**src/hdl/word_token_extractor_top_defines.svh**
```systemverilog
// Assertion macros shared by the word token extractor RTL.
`ifndef WORD_TOKEN_EXTRACTOR_TOP_DEFINES_SVH
`define WORD_TOKEN_EXTRACTOR_TOP_DEFINES_SVH

// Same-cycle implication, checked outside reset.
`define WTE_ASSERT_NOW(label, ante, cons, msg) \
  label: assert property (@(posedge clk) disable iff (rst) (ante) |-> (cons)) else $error(msg);

// Next-cycle implication, checked outside reset.
`define WTE_ASSERT_NEXT(label, ante, cons, msg) \
  label: assert property (@(posedge clk) disable iff (rst) (ante) |=> (cons)) else $error(msg);

`endif

```
**src/hdl/wte_pkg.sv**
```systemverilog
// Shared types, constants and byte classification for the word token extractor.
package wte_pkg;

  localparam int WORD_MAX_DEF    = 32;
  localparam int PENDING_MAX_DEF = 8;
  localparam int TOKQ_DEPTH      = 2;   // power of two
  localparam int OUTQ_DEPTH      = 4;   // power of two
  localparam int LEN_W           = 6;

  localparam logic [7:0] HIGH_BIT    = 8'h80;
  localparam logic [7:0] CH_DIGIT_0  = 8'h30;
  localparam logic [7:0] CH_DIGIT_9  = 8'h39;
  localparam logic [7:0] CH_LOWER_A  = 8'h61;
  localparam logic [7:0] CH_LOWER_Z  = 8'h7a;
  localparam logic [7:0] CH_UPPER_A  = 8'h41;
  localparam logic [7:0] CH_UPPER_Z  = 8'h5a;
  localparam logic [7:0] CH_PERCENT  = 8'h25;
  localparam logic [7:0] CH_DOLLAR   = 8'h24;
  localparam logic [7:0] CH_DOT      = 8'h2e;
  localparam logic [7:0] CH_MINUS    = 8'h2d;
  localparam logic [7:0] CH_PLUS     = 8'h2b;
  localparam logic [7:0] CH_COMMA    = 8'h2c;
  localparam logic [7:0] CH_UNDER    = 8'h5f;
  localparam logic [7:0] CASE_OFFSET = 8'h20;

  typedef enum logic [1:0] {
    CMD_DATA    = 2'd0,
    CMD_FLUSH   = 2'd1,
    CMD_RESTART = 2'd2
  } cmd_t;

  typedef enum logic [1:0] {
    CLS_LETTER,
    CLS_DOLLAR,
    CLS_JOINER,
    CLS_OTHER
  } byte_class_t;

  typedef enum logic [1:0] {
    M_START,
    M_WAITING,
    M_IN_WORD,
    M_JOIN_RUN
  } scan_mode_t;

  typedef enum logic [1:0] {
    S_IDLE,
    S_MERGE,
    S_DRAIN
  } back_state_t;

  typedef struct packed {
    cmd_t        cmd;
    byte_class_t cls;
    logic [7:0]  chr;
  } tok_t;

  typedef struct packed {
    logic [7:0]       chr;
    logic             last;
    logic             trunc;
    logic [LEN_W-1:0] len;
  } res_t;

  localparam int TOK_W = $bits(tok_t);
  localparam int RES_W = $bits(res_t);

  function automatic byte_class_t classify(input logic [7:0] c);
    byte_class_t cls;
    cls = CLS_OTHER;
    if ((c & HIGH_BIT) != 8'd0 || (c >= CH_DIGIT_0 && c <= CH_DIGIT_9) ||
        (c >= CH_LOWER_A && c <= CH_LOWER_Z) || (c >= CH_UPPER_A && c <= CH_UPPER_Z) ||
        c == CH_PERCENT) begin
      cls = CLS_LETTER;
    end else if (c == CH_DOLLAR) begin
      cls = CLS_DOLLAR;
    end else if (c == CH_DOT || c == CH_MINUS || c == CH_PLUS || c == CH_COMMA ||
                 c == CH_UNDER) begin
      cls = CLS_JOINER;
    end
    return cls;
  endfunction

  function automatic logic [7:0] fold_lower(input logic [7:0] c);
    logic [7:0] r;
    r = c;
    if (c >= CH_UPPER_A && c <= CH_UPPER_Z) begin
      r = c + CASE_OFFSET;
    end
    return r;
  endfunction

endpackage

```
**src/hdl/word_token_extractor_top.sv**
```systemverilog
// Top level of the word token extractor: front end, back end and result queue.
//
// Word token extractor. Input transactions carry a command (data byte, end-of-input
// flush, restart) and a byte; result transactions carry one lower-cased byte of a
// finished word with its last mark, truncation flag and word length. Both sides are
// queues: an input transaction completes on push while full is low, a result
// transaction on pop while empty is low. A front end classifies each byte and puts it
// in a two-entry token queue; the back end runs the scan state machine against the
// word store (a RAM of WORD_MAX bytes) and a small RAM of PENDING_MAX pending
// specials, then drains finished words into a four-entry result queue. A letter that
// ends a pending run starts a merge, which writes one byte per cycle into the single
// write port of the word store: each pending special in turn, then the letter; a word
// drain is paced by the registered read port of the word store and by room in the
// result queue. Words and pending runs longer than their stores are cut short and
// flagged as truncated. No clearing pass is needed after reset: only written entries
// are read.
module word_token_extractor_top
  import wte_pkg::*;
#(
  parameter int WORD_MAX    = WORD_MAX_DEF,
  parameter int PENDING_MAX = PENDING_MAX_DEF
) (
  input  logic             clk,
  input  logic             rst,
  // input transactions
  input  logic             push,
  output logic             full,
  input  logic [1:0]       command,
  input  logic [7:0]       data_byte,
  // result transactions
  output logic             empty,
  input  logic             pop,
  output logic [7:0]       token_byte,
  output logic             last,
  output logic             truncated,
  output logic [LEN_W-1:0] token_length
);

  localparam int OCW = $clog2(OUTQ_DEPTH + 1);

  tok_t             tok;
  logic             tok_empty;
  logic             tok_pop;
  logic             res_push;
  res_t             res;
  logic [RES_W-1:0] res_rd;
  res_t             res_head;
  logic             outq_full;
  logic [OCW-1:0]   out_count;

  // Front end: accepts and classifies input transactions.
  wte_front u_front (
    .clk       (clk),
    .rst       (rst),
    .push      (push),
    .full      (full),
    .command   (command),
    .data_byte (data_byte),
    .tok       (tok),
    .tok_empty (tok_empty),
    .tok_pop   (tok_pop)
  );

  // Back end: scan modes, stores, word emission.
  wte_back #(
    .WORD_MAX    (WORD_MAX),
    .PENDING_MAX (PENDING_MAX)
  ) u_back (
    .clk       (clk),
    .rst       (rst),
    .tok       (tok),
    .tok_empty (tok_empty),
    .tok_pop   (tok_pop),
    .res_push  (res_push),
    .res       (res),
    .out_count (out_count)
  );

  // Result queue; the back end only issues reads when a slot is reserved,
  // so outq_full never blocks a push.
  wte_fifo #(
    .WIDTH (RES_W),
    .DEPTH (OUTQ_DEPTH)
  ) u_outq (
    .clk     (clk),
    .rst     (rst),
    .wr_en   (res_push),
    .wr_data (res),
    .full    (outq_full),
    .rd_en   (pop),
    .rd_data (res_rd),
    .empty   (empty),
    .count   (out_count)
  );

  assign res_head     = res_t'(res_rd);
  assign token_byte   = res_head.chr;
  assign last         = res_head.last;
  assign truncated    = res_head.trunc;
  assign token_length = res_head.len;

  `include "word_token_extractor_top_defines.svh"

  `WTE_ASSERT_NOW(a_no_push_when_full, res_push, !outq_full, "result push while queue full")
  `WTE_ASSERT_NEXT(a_head_held, !empty && !pop, !empty && res_rd == $past(res_rd), "waiting result changed")
  `WTE_ASSERT_NEXT(a_empty_held, empty && !res_push, empty, "result queue filled with no push")

endmodule

```
**src/hdl/wte_ram.sv**
```systemverilog
// Generic single-write, single-read RAM with registered read data.
module wte_ram #(
  parameter int WIDTH = 8,
  parameter int DEPTH = 32,
  localparam int AW = (DEPTH > 1) ? $clog2(DEPTH) : 1
) (
  input  logic             clk,
  input  logic             we,
  input  logic [AW-1:0]    waddr,
  input  logic [WIDTH-1:0] wdata,
  input  logic [AW-1:0]    raddr,
  output logic [WIDTH-1:0] rdata
);

  logic [WIDTH-1:0] mem [DEPTH];

  always_ff @(posedge clk) begin
    if (we) begin
      mem[waddr] <= wdata;
    end
    rdata <= mem[raddr];
  end

endmodule

```
**src/hdl/wte_fifo.sv**
```systemverilog
// Small register-based FIFO; depth must be a power of two.
module wte_fifo #(
  parameter int WIDTH = 8,
  parameter int DEPTH = 2,
  localparam int AW   = (DEPTH > 1) ? $clog2(DEPTH) : 1,
  localparam int CNTW = $clog2(DEPTH + 1)
) (
  input  logic             clk,
  input  logic             rst,
  input  logic             wr_en,
  input  logic [WIDTH-1:0] wr_data,
  output logic             full,
  input  logic             rd_en,
  output logic [WIDTH-1:0] rd_data,
  output logic             empty,
  output logic [CNTW-1:0]  count
);

  localparam logic [CNTW-1:0] DEPTH_C = CNTW'(DEPTH);

  logic [WIDTH-1:0] mem [DEPTH];
  logic [AW-1:0]    wptr;
  logic [AW-1:0]    rptr;
  logic             do_wr;
  logic             do_rd;

  assign full    = (count == DEPTH_C);
  assign empty   = (count == '0);
  assign do_wr   = wr_en && !full;
  assign do_rd   = rd_en && !empty;
  assign rd_data = mem[rptr];

  always_ff @(posedge clk) begin
    if (rst) begin
      wptr  <= '0;
      rptr  <= '0;
      count <= '0;
    end else begin
      if (do_wr) begin
        wptr <= wptr + 1'b1;
      end
      if (do_rd) begin
        rptr <= rptr + 1'b1;
      end
      case ({do_wr, do_rd})
        2'b10:   count <= count + 1'b1;
        2'b01:   count <= count - 1'b1;
        default: count <= count;
      endcase
    end
  end

  always_ff @(posedge clk) begin
    if (do_wr) begin
      mem[wptr] <= wr_data;
    end
  end

endmodule

```
**src/hdl/wte_front.sv**
```systemverilog
// Front end: takes input transactions, classifies bytes, queues tokens for the back end.
module wte_front
  import wte_pkg::*;
(
  input  logic       clk,
  input  logic       rst,
  input  logic       push,
  output logic       full,
  input  logic [1:0] command,
  input  logic [7:0] data_byte,
  output tok_t       tok,
  output logic       tok_empty,
  input  logic       tok_pop
);

  localparam int CNTW = $clog2(TOKQ_DEPTH + 1);

  tok_t             tok_in;
  logic             enq;
  logic [TOK_W-1:0] q_rd;
  logic [CNTW-1:0]  q_count;

  // Unused command code is accepted and dropped here.
  assign enq = push && !full &&
               (command == CMD_DATA || command == CMD_FLUSH || command == CMD_RESTART);

  always_comb begin
    tok_in.cmd = cmd_t'(command);
    tok_in.cls = classify(data_byte);
    tok_in.chr = fold_lower(data_byte);
  end

  wte_fifo #(
    .WIDTH (TOK_W),
    .DEPTH (TOKQ_DEPTH)
  ) u_tokq (
    .clk     (clk),
    .rst     (rst),
    .wr_en   (enq),
    .wr_data (tok_in),
    .full    (full),
    .rd_en   (tok_pop),
    .rd_data (q_rd),
    .empty   (tok_empty),
    .count   (q_count)
  );

  assign tok = tok_t'(q_rd);

endmodule

```
**src/hdl/wte_back.sv**
```systemverilog
// Back end: scan state machine, word and pending stores, word drain.
`include "word_token_extractor_top_defines.svh"

module wte_back
  import wte_pkg::*;
#(
  parameter int WORD_MAX    = WORD_MAX_DEF,
  parameter int PENDING_MAX = PENDING_MAX_DEF,
  localparam int OCW        = $clog2(OUTQ_DEPTH + 1)
) (
  input  logic           clk,
  input  logic           rst,
  input  tok_t           tok,
  input  logic           tok_empty,
  output logic           tok_pop,
  output logic           res_push,
  output res_t           res,
  input  logic [OCW-1:0] out_count
);

  localparam int CW  = $clog2(WORD_MAX + 1);
  localparam int AW  = $clog2(WORD_MAX);
  localparam int PCW = $clog2(PENDING_MAX + 1);
  localparam int PAW = (PENDING_MAX > 1) ? $clog2(PENDING_MAX) : 1;
  localparam logic [CW-1:0]  WMAX_C = CW'(WORD_MAX);
  localparam logic [PCW-1:0] PMAX_C = PCW'(PENDING_MAX);
  localparam logic [OCW:0]   OQ_C   = (OCW + 1)'(OUTQ_DEPTH);

  back_state_t    state, state_next;
  scan_mode_t     mode, mode_next;
  logic [CW-1:0]  wc, wc_next;
  logic [PCW-1:0] pc, pc_next;
  logic           ovf, ovf_next;
  logic [PCW-1:0] mk, mk_next;
  logic [CW-1:0]  rd_idx, rd_idx_next;
  logic           inflight;
  logic           last_q, last_q_next;
  logic           issue;

  logic           pend_we;
  logic [7:0]     pend_rd;

  logic           ram_we;
  logic [7:0]     ram_wdata;
  logic [7:0]     ram_rdata;

  wte_ram #(
    .WIDTH (8),
    .DEPTH (WORD_MAX)
  ) u_word_ram (
    .clk   (clk),
    .we    (ram_we),
    .waddr (wc[AW-1:0]),
    .wdata (ram_wdata),
    .raddr (rd_idx[AW-1:0]),
    .rdata (ram_rdata)
  );

  // Pending specials. Read address follows mk_next so that pend_rd holds
  // entry mk during each merge cycle.
  wte_ram #(
    .WIDTH (8),
    .DEPTH (PENDING_MAX)
  ) u_pend_ram (
    .clk   (clk),
    .we    (pend_we),
    .waddr (pc[PAW-1:0]),
    .wdata (tok.chr),
    .raddr (mk_next[PAW-1:0]),
    .rdata (pend_rd)
  );

  always_ff @(posedge clk) begin
    if (rst) begin
      state    <= S_IDLE;
      mode     <= M_START;
      wc       <= '0;
      pc       <= '0;
      ovf      <= 1'b0;
      mk       <= '0;
      rd_idx   <= '0;
      inflight <= 1'b0;
      last_q   <= 1'b0;
    end else begin
      state    <= state_next;
      mode     <= mode_next;
      wc       <= wc_next;
      pc       <= pc_next;
      ovf      <= ovf_next;
      mk       <= mk_next;
      rd_idx   <= rd_idx_next;
      inflight <= issue;
      last_q   <= last_q_next;
    end
  end

  // Read data lands in the cycle after issue.
  assign res_push  = inflight;
  assign res.chr   = ram_rdata;
  assign res.last  = last_q;
  assign res.trunc = ovf;
  assign res.len   = LEN_W'(wc);

  always_comb begin
    state_next  = state;
    mode_next   = mode;
    wc_next     = wc;
    pc_next     = pc;
    ovf_next    = ovf;
    mk_next     = mk;
    rd_idx_next = rd_idx;
    last_q_next = last_q;
    issue       = 1'b0;
    tok_pop     = 1'b0;
    ram_we      = 1'b0;
    ram_wdata   = tok.chr;
    pend_we     = 1'b0;

    case (state)
      S_IDLE: begin
        if (!tok_empty) begin
          case (tok.cmd)
            CMD_FLUSH: begin
              tok_pop = 1'b1;
              if ((mode == M_IN_WORD || mode == M_JOIN_RUN) && wc != '0) begin
                state_next  = S_DRAIN;
                rd_idx_next = '0;
              end else begin
                mode_next = M_START;
                wc_next   = '0;
                pc_next   = '0;
                ovf_next  = 1'b0;
              end
            end
            CMD_RESTART: begin
              tok_pop   = 1'b1;
              mode_next = M_START;
              wc_next   = '0;
              pc_next   = '0;
              ovf_next  = 1'b0;
            end
            CMD_DATA: begin
              case (mode)
                M_IN_WORD: begin
                  tok_pop = 1'b1;
                  if (tok.cls == CLS_LETTER) begin
                    if (wc < WMAX_C) begin
                      ram_we  = 1'b1;
                      wc_next = wc + 1'b1;
                    end else begin
                      ovf_next = 1'b1;
                    end
                  end else if (tok.cls == CLS_JOINER || tok.cls == CLS_DOLLAR) begin
                    mode_next = M_JOIN_RUN;
                    if (pc < PMAX_C) begin
                      pend_we = 1'b1;
                      pc_next = pc + 1'b1;
                    end else begin
                      ovf_next = 1'b1;
                    end
                  end else begin
                    state_next  = S_DRAIN;
                    rd_idx_next = '0;
                  end
                end
                M_JOIN_RUN: begin
                  if (tok.cls == CLS_LETTER) begin
                    // Token stays at the head until the merge ends.
                    state_next = S_MERGE;
                    mk_next    = '0;
                  end else if (tok.cls == CLS_JOINER || tok.cls == CLS_DOLLAR) begin
                    tok_pop = 1'b1;
                    if (pc < PMAX_C) begin
                      pend_we = 1'b1;
                      pc_next = pc + 1'b1;
                    end else begin
                      ovf_next = 1'b1;
                    end
                  end else begin
                    tok_pop     = 1'b1;
                    state_next  = S_DRAIN;
                    rd_idx_next = '0;
                  end
                end
                default: begin
                  // start and waiting behave alike
                  tok_pop  = 1'b1;
                  pc_next  = '0;
                  ovf_next = 1'b0;
                  if (tok.cls == CLS_LETTER || tok.cls == CLS_DOLLAR) begin
                    // word_count is zero here in effect: write entry 0
                    ram_we    = 1'b1;
                    wc_next   = CW'(1);
                    mode_next = M_IN_WORD;
                  end else begin
                    wc_next   = '0;
                    mode_next = M_WAITING;
                  end
                end
              endcase
            end
            default: begin
              tok_pop = 1'b1;
            end
          endcase
        end
      end

      S_MERGE: begin
        if (mk < pc) begin
          ram_wdata = pend_rd;
          mk_next   = mk + 1'b1;
        end else begin
          tok_pop    = 1'b1;
          pc_next    = '0;
          mode_next  = M_IN_WORD;
          state_next = S_IDLE;
        end
        if (wc < WMAX_C) begin
          ram_we  = 1'b1;
          wc_next = wc + 1'b1;
        end else begin
          ovf_next = 1'b1;
        end
      end

      S_DRAIN: begin
        if (rd_idx != wc) begin
          if (({1'b0, out_count} + (OCW + 1)'(inflight)) < OQ_C) begin
            issue       = 1'b1;
            last_q_next = (rd_idx == wc - 1'b1);
            rd_idx_next = rd_idx + 1'b1;
          end
        end else if (!inflight) begin
          state_next = S_IDLE;
          mode_next  = M_START;
          wc_next    = '0;
          pc_next    = '0;
          ovf_next   = 1'b0;
        end
      end

      default: begin
        state_next = S_IDLE;
      end
    endcase
  end

  `WTE_ASSERT_NOW(a_pending_nonempty, state == S_IDLE && mode == M_JOIN_RUN, pc != '0, "pending mode with empty pending store")
  `WTE_ASSERT_NOW(a_merge_head_letter, state == S_MERGE, !tok_empty && tok.cls == CLS_LETTER && tok.cmd == CMD_DATA, "merge without a letter at queue head")
  `WTE_ASSERT_NOW(a_result_room, res_push, out_count < OCW'(OUTQ_DEPTH), "result pushed into full output queue")
  `WTE_ASSERT_NEXT(a_drain_nonempty, state != S_DRAIN && state_next == S_DRAIN, wc != '0 && rd_idx == '0, "drain started on empty word")

endmodule
```
**config.mk**
```make
export PLATFORM = sky130hd
export DESIGN_NAME = word_token_extractor_top
export DESIGN_NICKNAME = d
export VERILOG_FILES = /design/src/hdl/wte_pkg.sv /design/src/hdl/word_token_extractor_top.sv /design/src/hdl/wte_ram.sv /design/src/hdl/wte_fifo.sv /design/src/hdl/wte_front.sv /design/src/hdl/wte_back.sv
export VERILOG_INCLUDE_DIRS = /design/src /design/src/hdl
export SDC_FILE = /design/constraint.sdc
export NUM_CORES = 1
export LEC_CHECK = 0
export BUFFER_PORTS_ARGS = -buffer_cell sky130_fd_sc_hd__buf_2
export CORE_MARGIN = 2
export CORE_UTILIZATION = 25
export DETAILED_ROUTE_END_ITERATION = 10
export GPL_TIMING_DRIVEN = 0
export SETUP_SLACK_MARGIN = 0.3
export SYNTH_ARGS = -nofsm -noshare
export SYNTH_HDL_FRONTEND = slang
export SYNTH_HIERARCHICAL = 1
export SYNTH_SLANG_ARGS = --single-unit
export TNS_END_PERCENT = 10
```
**constraint.sdc**
```tcl
create_clock -name clk -period 3.6 [get_ports clk]
set_clock_uncertainty 0.2 [all_clocks]
set_input_delay 0.36 -clock clk [delete_from_list [all_inputs] [get_ports clk]]
set_output_delay 0.36 -clock clk [all_outputs]
set_load 0.01 [all_outputs]
```
==> results.yml <==
finish:
  layout-drive-gt1-share: 0.288
  mostFrequentLayoutCells: "408 x edfxtp_1, 96 x mux4_2, 49 x dfxtp_1, 47 x clkbuf_16, 46 x nand2_1"
  areaGrowthSynthToFinish_pct: 18.5
  nets: 1231
  layout_commonest_cell: "edfxtp_1"
  num_antenna_cells: 0
pwr:
  switching_share: 0.250
  pwr_density_cell_nw_per_um2: 546
  ir_drop_uv: 345
  combinationalPowerShare: 0.119
  p_clk_frac: 0.369
  p_sw_mw: 3.12
  pwr-share-seq: 0.513
  internal_power_mw: 9.34
  p_leak_nw: 6.96
worst_hold_path:
  hp-start: "data_byte[6]"
  hold_class: "input port to flop"
  hold_end: "u_front/u_tokq/mem[0][6]"
  hold_depth: 3
clock_tree:
  tritoncts.num_buffers: 47
  cts_root_buf: "clkbuf_16"
  cts_sinks: 465
  insertion_delay_ns: 0.59
  cts_tree: "built"
  cts-root-to-sink-buffers: 3
  clk_pin_slew_ns: 0.06
  htreeDepth: 2
drt:
  drtIter0Drc: 800
  final_antenna_net_count: 0
  drcViolationCount: 0
  wl_per_cell_um: 18.3
  wl_mm: 41.4
  first_pass_iters: 5
  via_per_inst: 4.57
  vias: 10300
die:
  die_w_um: 282
  start_util: 0.253
  io_pins: 32
  die-height_um: 282
  die_area_sq_um: 79300
  fp.coreArea_sq_um: 76100
  rows: 101
worst_setup_path:
  rr_endpoint: "u_back/u_pend_ram/mem[3][5]"
  cp.arrival_ns: 3.29
  cp_slowest_cell: "nor2_1"
  crit_cells: 8
  cpLargestDelayFamily: "simple AND/OR/NAND/NOR gates"
  ff2ff_setup_slack_ns: 0.31
  critPathLaunchType: "flop"
  cp_max_fo: 8
  cp_num_buf_inv: 2
  cp_cell_sequence: "buf_6, mux2_4, inv_2, ha_4, or3b_2, nor3_1, nand2b_1, nor2_1"
  crit_required_ns: 3.60
  critPathKind: "flop to flop"
  reg2regPathDepth: 8
  end_kind: "flop"
  critPathMaxStageDelay_ns: 0.72
yosys:
  ys_types: 71
  avgSynthCellArea_sq_um: 17.7
  synth_edf_count: 408
  synth_adder_area_share: 0.0173
  synth_cells: 1089
  synth_nets: 1129
  ys_async_sr_fraction: 0
  synth-seq-cells: 465
  post_synth_mux_area_share: 0.155
  synth-simple-area-share: 0.0616
  synth_compound_area_frac: 0.0409
  synth_warnings: 6
  synth.yosys.seq_area_share: 0.695
  synth_top_family_by_area: "multiplexers"
  netlist_area_sq_um: 19300
  ys.flop_type: "edfxtp_1"
  synthXorXnorAreaFrac: 0.00818
job:
  cap_viol_max_count: 0
placed_design:
  place_congestion: 0.795
  hpwlAfterDp_mm: 26.6
  portBuffers: 31
  dp_slack_ns: -0.595
grt:
  grt_pass1_vias: 10400
  grt_max_degree: 33
  grt_util_all_layers: 0.103
  grt_overflow: 0
  grt_antenna_before_repair: 0
  grt_pass1_wl_mm: 62.8
sta:
  drv_slew: 0
  setup_violations: 0
  setup_ws_ns: 0.311
  setup-tns-final_ns: 0
  relSlewSlack: 0.399
  finalHoldViolCount: 0
  max_clock_freq_ghz: 0.304
  timing.final.crit_share: 0.914
  fin_crit_ns: 3.29
  rsz0062_at_grt: "yes"
  worst_slew_pin_slew_ns: 0.901
run_status:
  status: "completed"
==> repair_timing <==
action	4_1_cts	5_1_grt
endpoints found under the setup margin	596	570
hold endpoints to repair	25	0
hold buffers	10	0
pin swaps	6	9
gates resized for setup	62	65
buffers inserted	12	0
==> flip-flops by register name (all words and copies together) (netlist names), 3 cells and up, named ones only <==
name	flops
u_back/mk	4
u_back/pc	4
u_back/rd_idx	6
u_back/u_pend_ram/mem	64
u_back/u_pend_ram/rdata	8
u_back/u_word_ram/mem	256
u_back/u_word_ram/rdata	8
u_back/wc	6
u_front/u_tokq/mem	24
u_outq/count	3
u_outq/mem	64
==> power groups by stage <==
stage	Combinational, mW	Clock (mW)	Sequential [mW]
after floorplan	0.894	0	6.48
after global placement	1.30	0	6.51
after detailed placement	1.35	0	6.52
after CTS	1.40	4.72	6.40
after global routing	1.62	4.92	6.40
final	1.48	4.59	6.39
==> through the flow <==
stage | power (mW) | utilization | instances | hold WS (ns) | instance area [sq um]
6_report | 12.5 | 0.300 | 2259 | 0.0383 | 22800
5_1_grt | 12.9 | 0.300 | 2259 | 0.0311 | 22800
4_1_cts | 12.5 | 0.298 | 2259 | 0.0104 | 22700
3_5_place_dp | 7.87 | 0.273 | 2150 | 0.261 | 20800
3_3_place_gp | 7.81 | 0.273 | 2150 | 0.250 | 20800
2_1_floorplan | 7.37 | - | 1089 | 0.229 | 19300
==> tightest hold or removal path: cells and delay by family <==
kind | cells | cell delay [ns]
buf+inv | 2 | 0.21
mux | 1 | 0.07
==> layout make-up <==
cell class / instances / area, sq um
repair buffers: 53 / 395
well taps: 1030 / 1290
clock inverters: 28 / 205
plain buffers: 53 / 363
flip-flops and latches: 465 / 13400
inverters: 35 / 134
fillers: 7530 / 53200
clock buffers: 59 / 1250
multi-input cells: 536 / 5780
==> synthesized netlist by cell type (9+ instances only) <==
library cell	number	area share
xnor2_1	9	0.0041
nor3_1	11	0.0029
o21ai_0	21	0.0055
xor2_1	9	0.0041
ha_1	25	0.016
mux2_2	30	0.018
nand2b_1	17	0.0055
clkbuf_1	24	0.0047
or3_1	10	0.0032
nor2b_1	9	0.0029
mux4_2	91	0.11
inv_1	34	0.0066
nand3_1	19	0.0049
nand2_1	54	0.011
or4_1	9	0.0035
nor2_1	68	0.013
edfxtp_1	408	0.64
dfxtp_1	57	0.059
a21oi_1	17	0.0044
mux4_1	21	0.029
==> worst max-delay path by stage <==
stage / from / end / slack, ns
global route: flop / u_back/u_pend_ram/mem[3][5] / 0.15
CTS: flop / u_back/u_pend_ram/mem[4][7] / 0.008
global placement: flop / u_back/u_word_ram/mem[25][0] / -0.54
finish: flop / u_back/u_pend_ram/mem[3][5] / 0.31
floorplan: flop / u_back/u_word_ram/mem[28][0] / 0.34
detailed placement: flop / u_back/u_word_ram/mem[21][2] / -0.60
==> logic make-up (layout without fill, tap and decap cells) <==
family / after synthesis / after routing
AOI/OAI and AO/OA: 111 / 111
xor gates and xnor gates: 18 / 18
adders and majority gates: 26 / 26
buffers and inverters: 88 / 228
DFF: 465 / 465
muxes: 146 / 146
and+or+nand+nor: 235 / 235
==> routing by layer <==
| metal | GRT usage | vias up | wire, um |
|---|---|---|---|
| met3 | 0.0227 | 66 | 2130 |
| met4 | 0.0286 | 0 | 895 |
| li1 | - | 4596 | - |
| met1 | 0.139 | 5386 | 18200 |
| met2 | 0.168 | 286 | 20100 |
| met5 | 0 | - | 0 |
(Power assumes the default switching activity.)
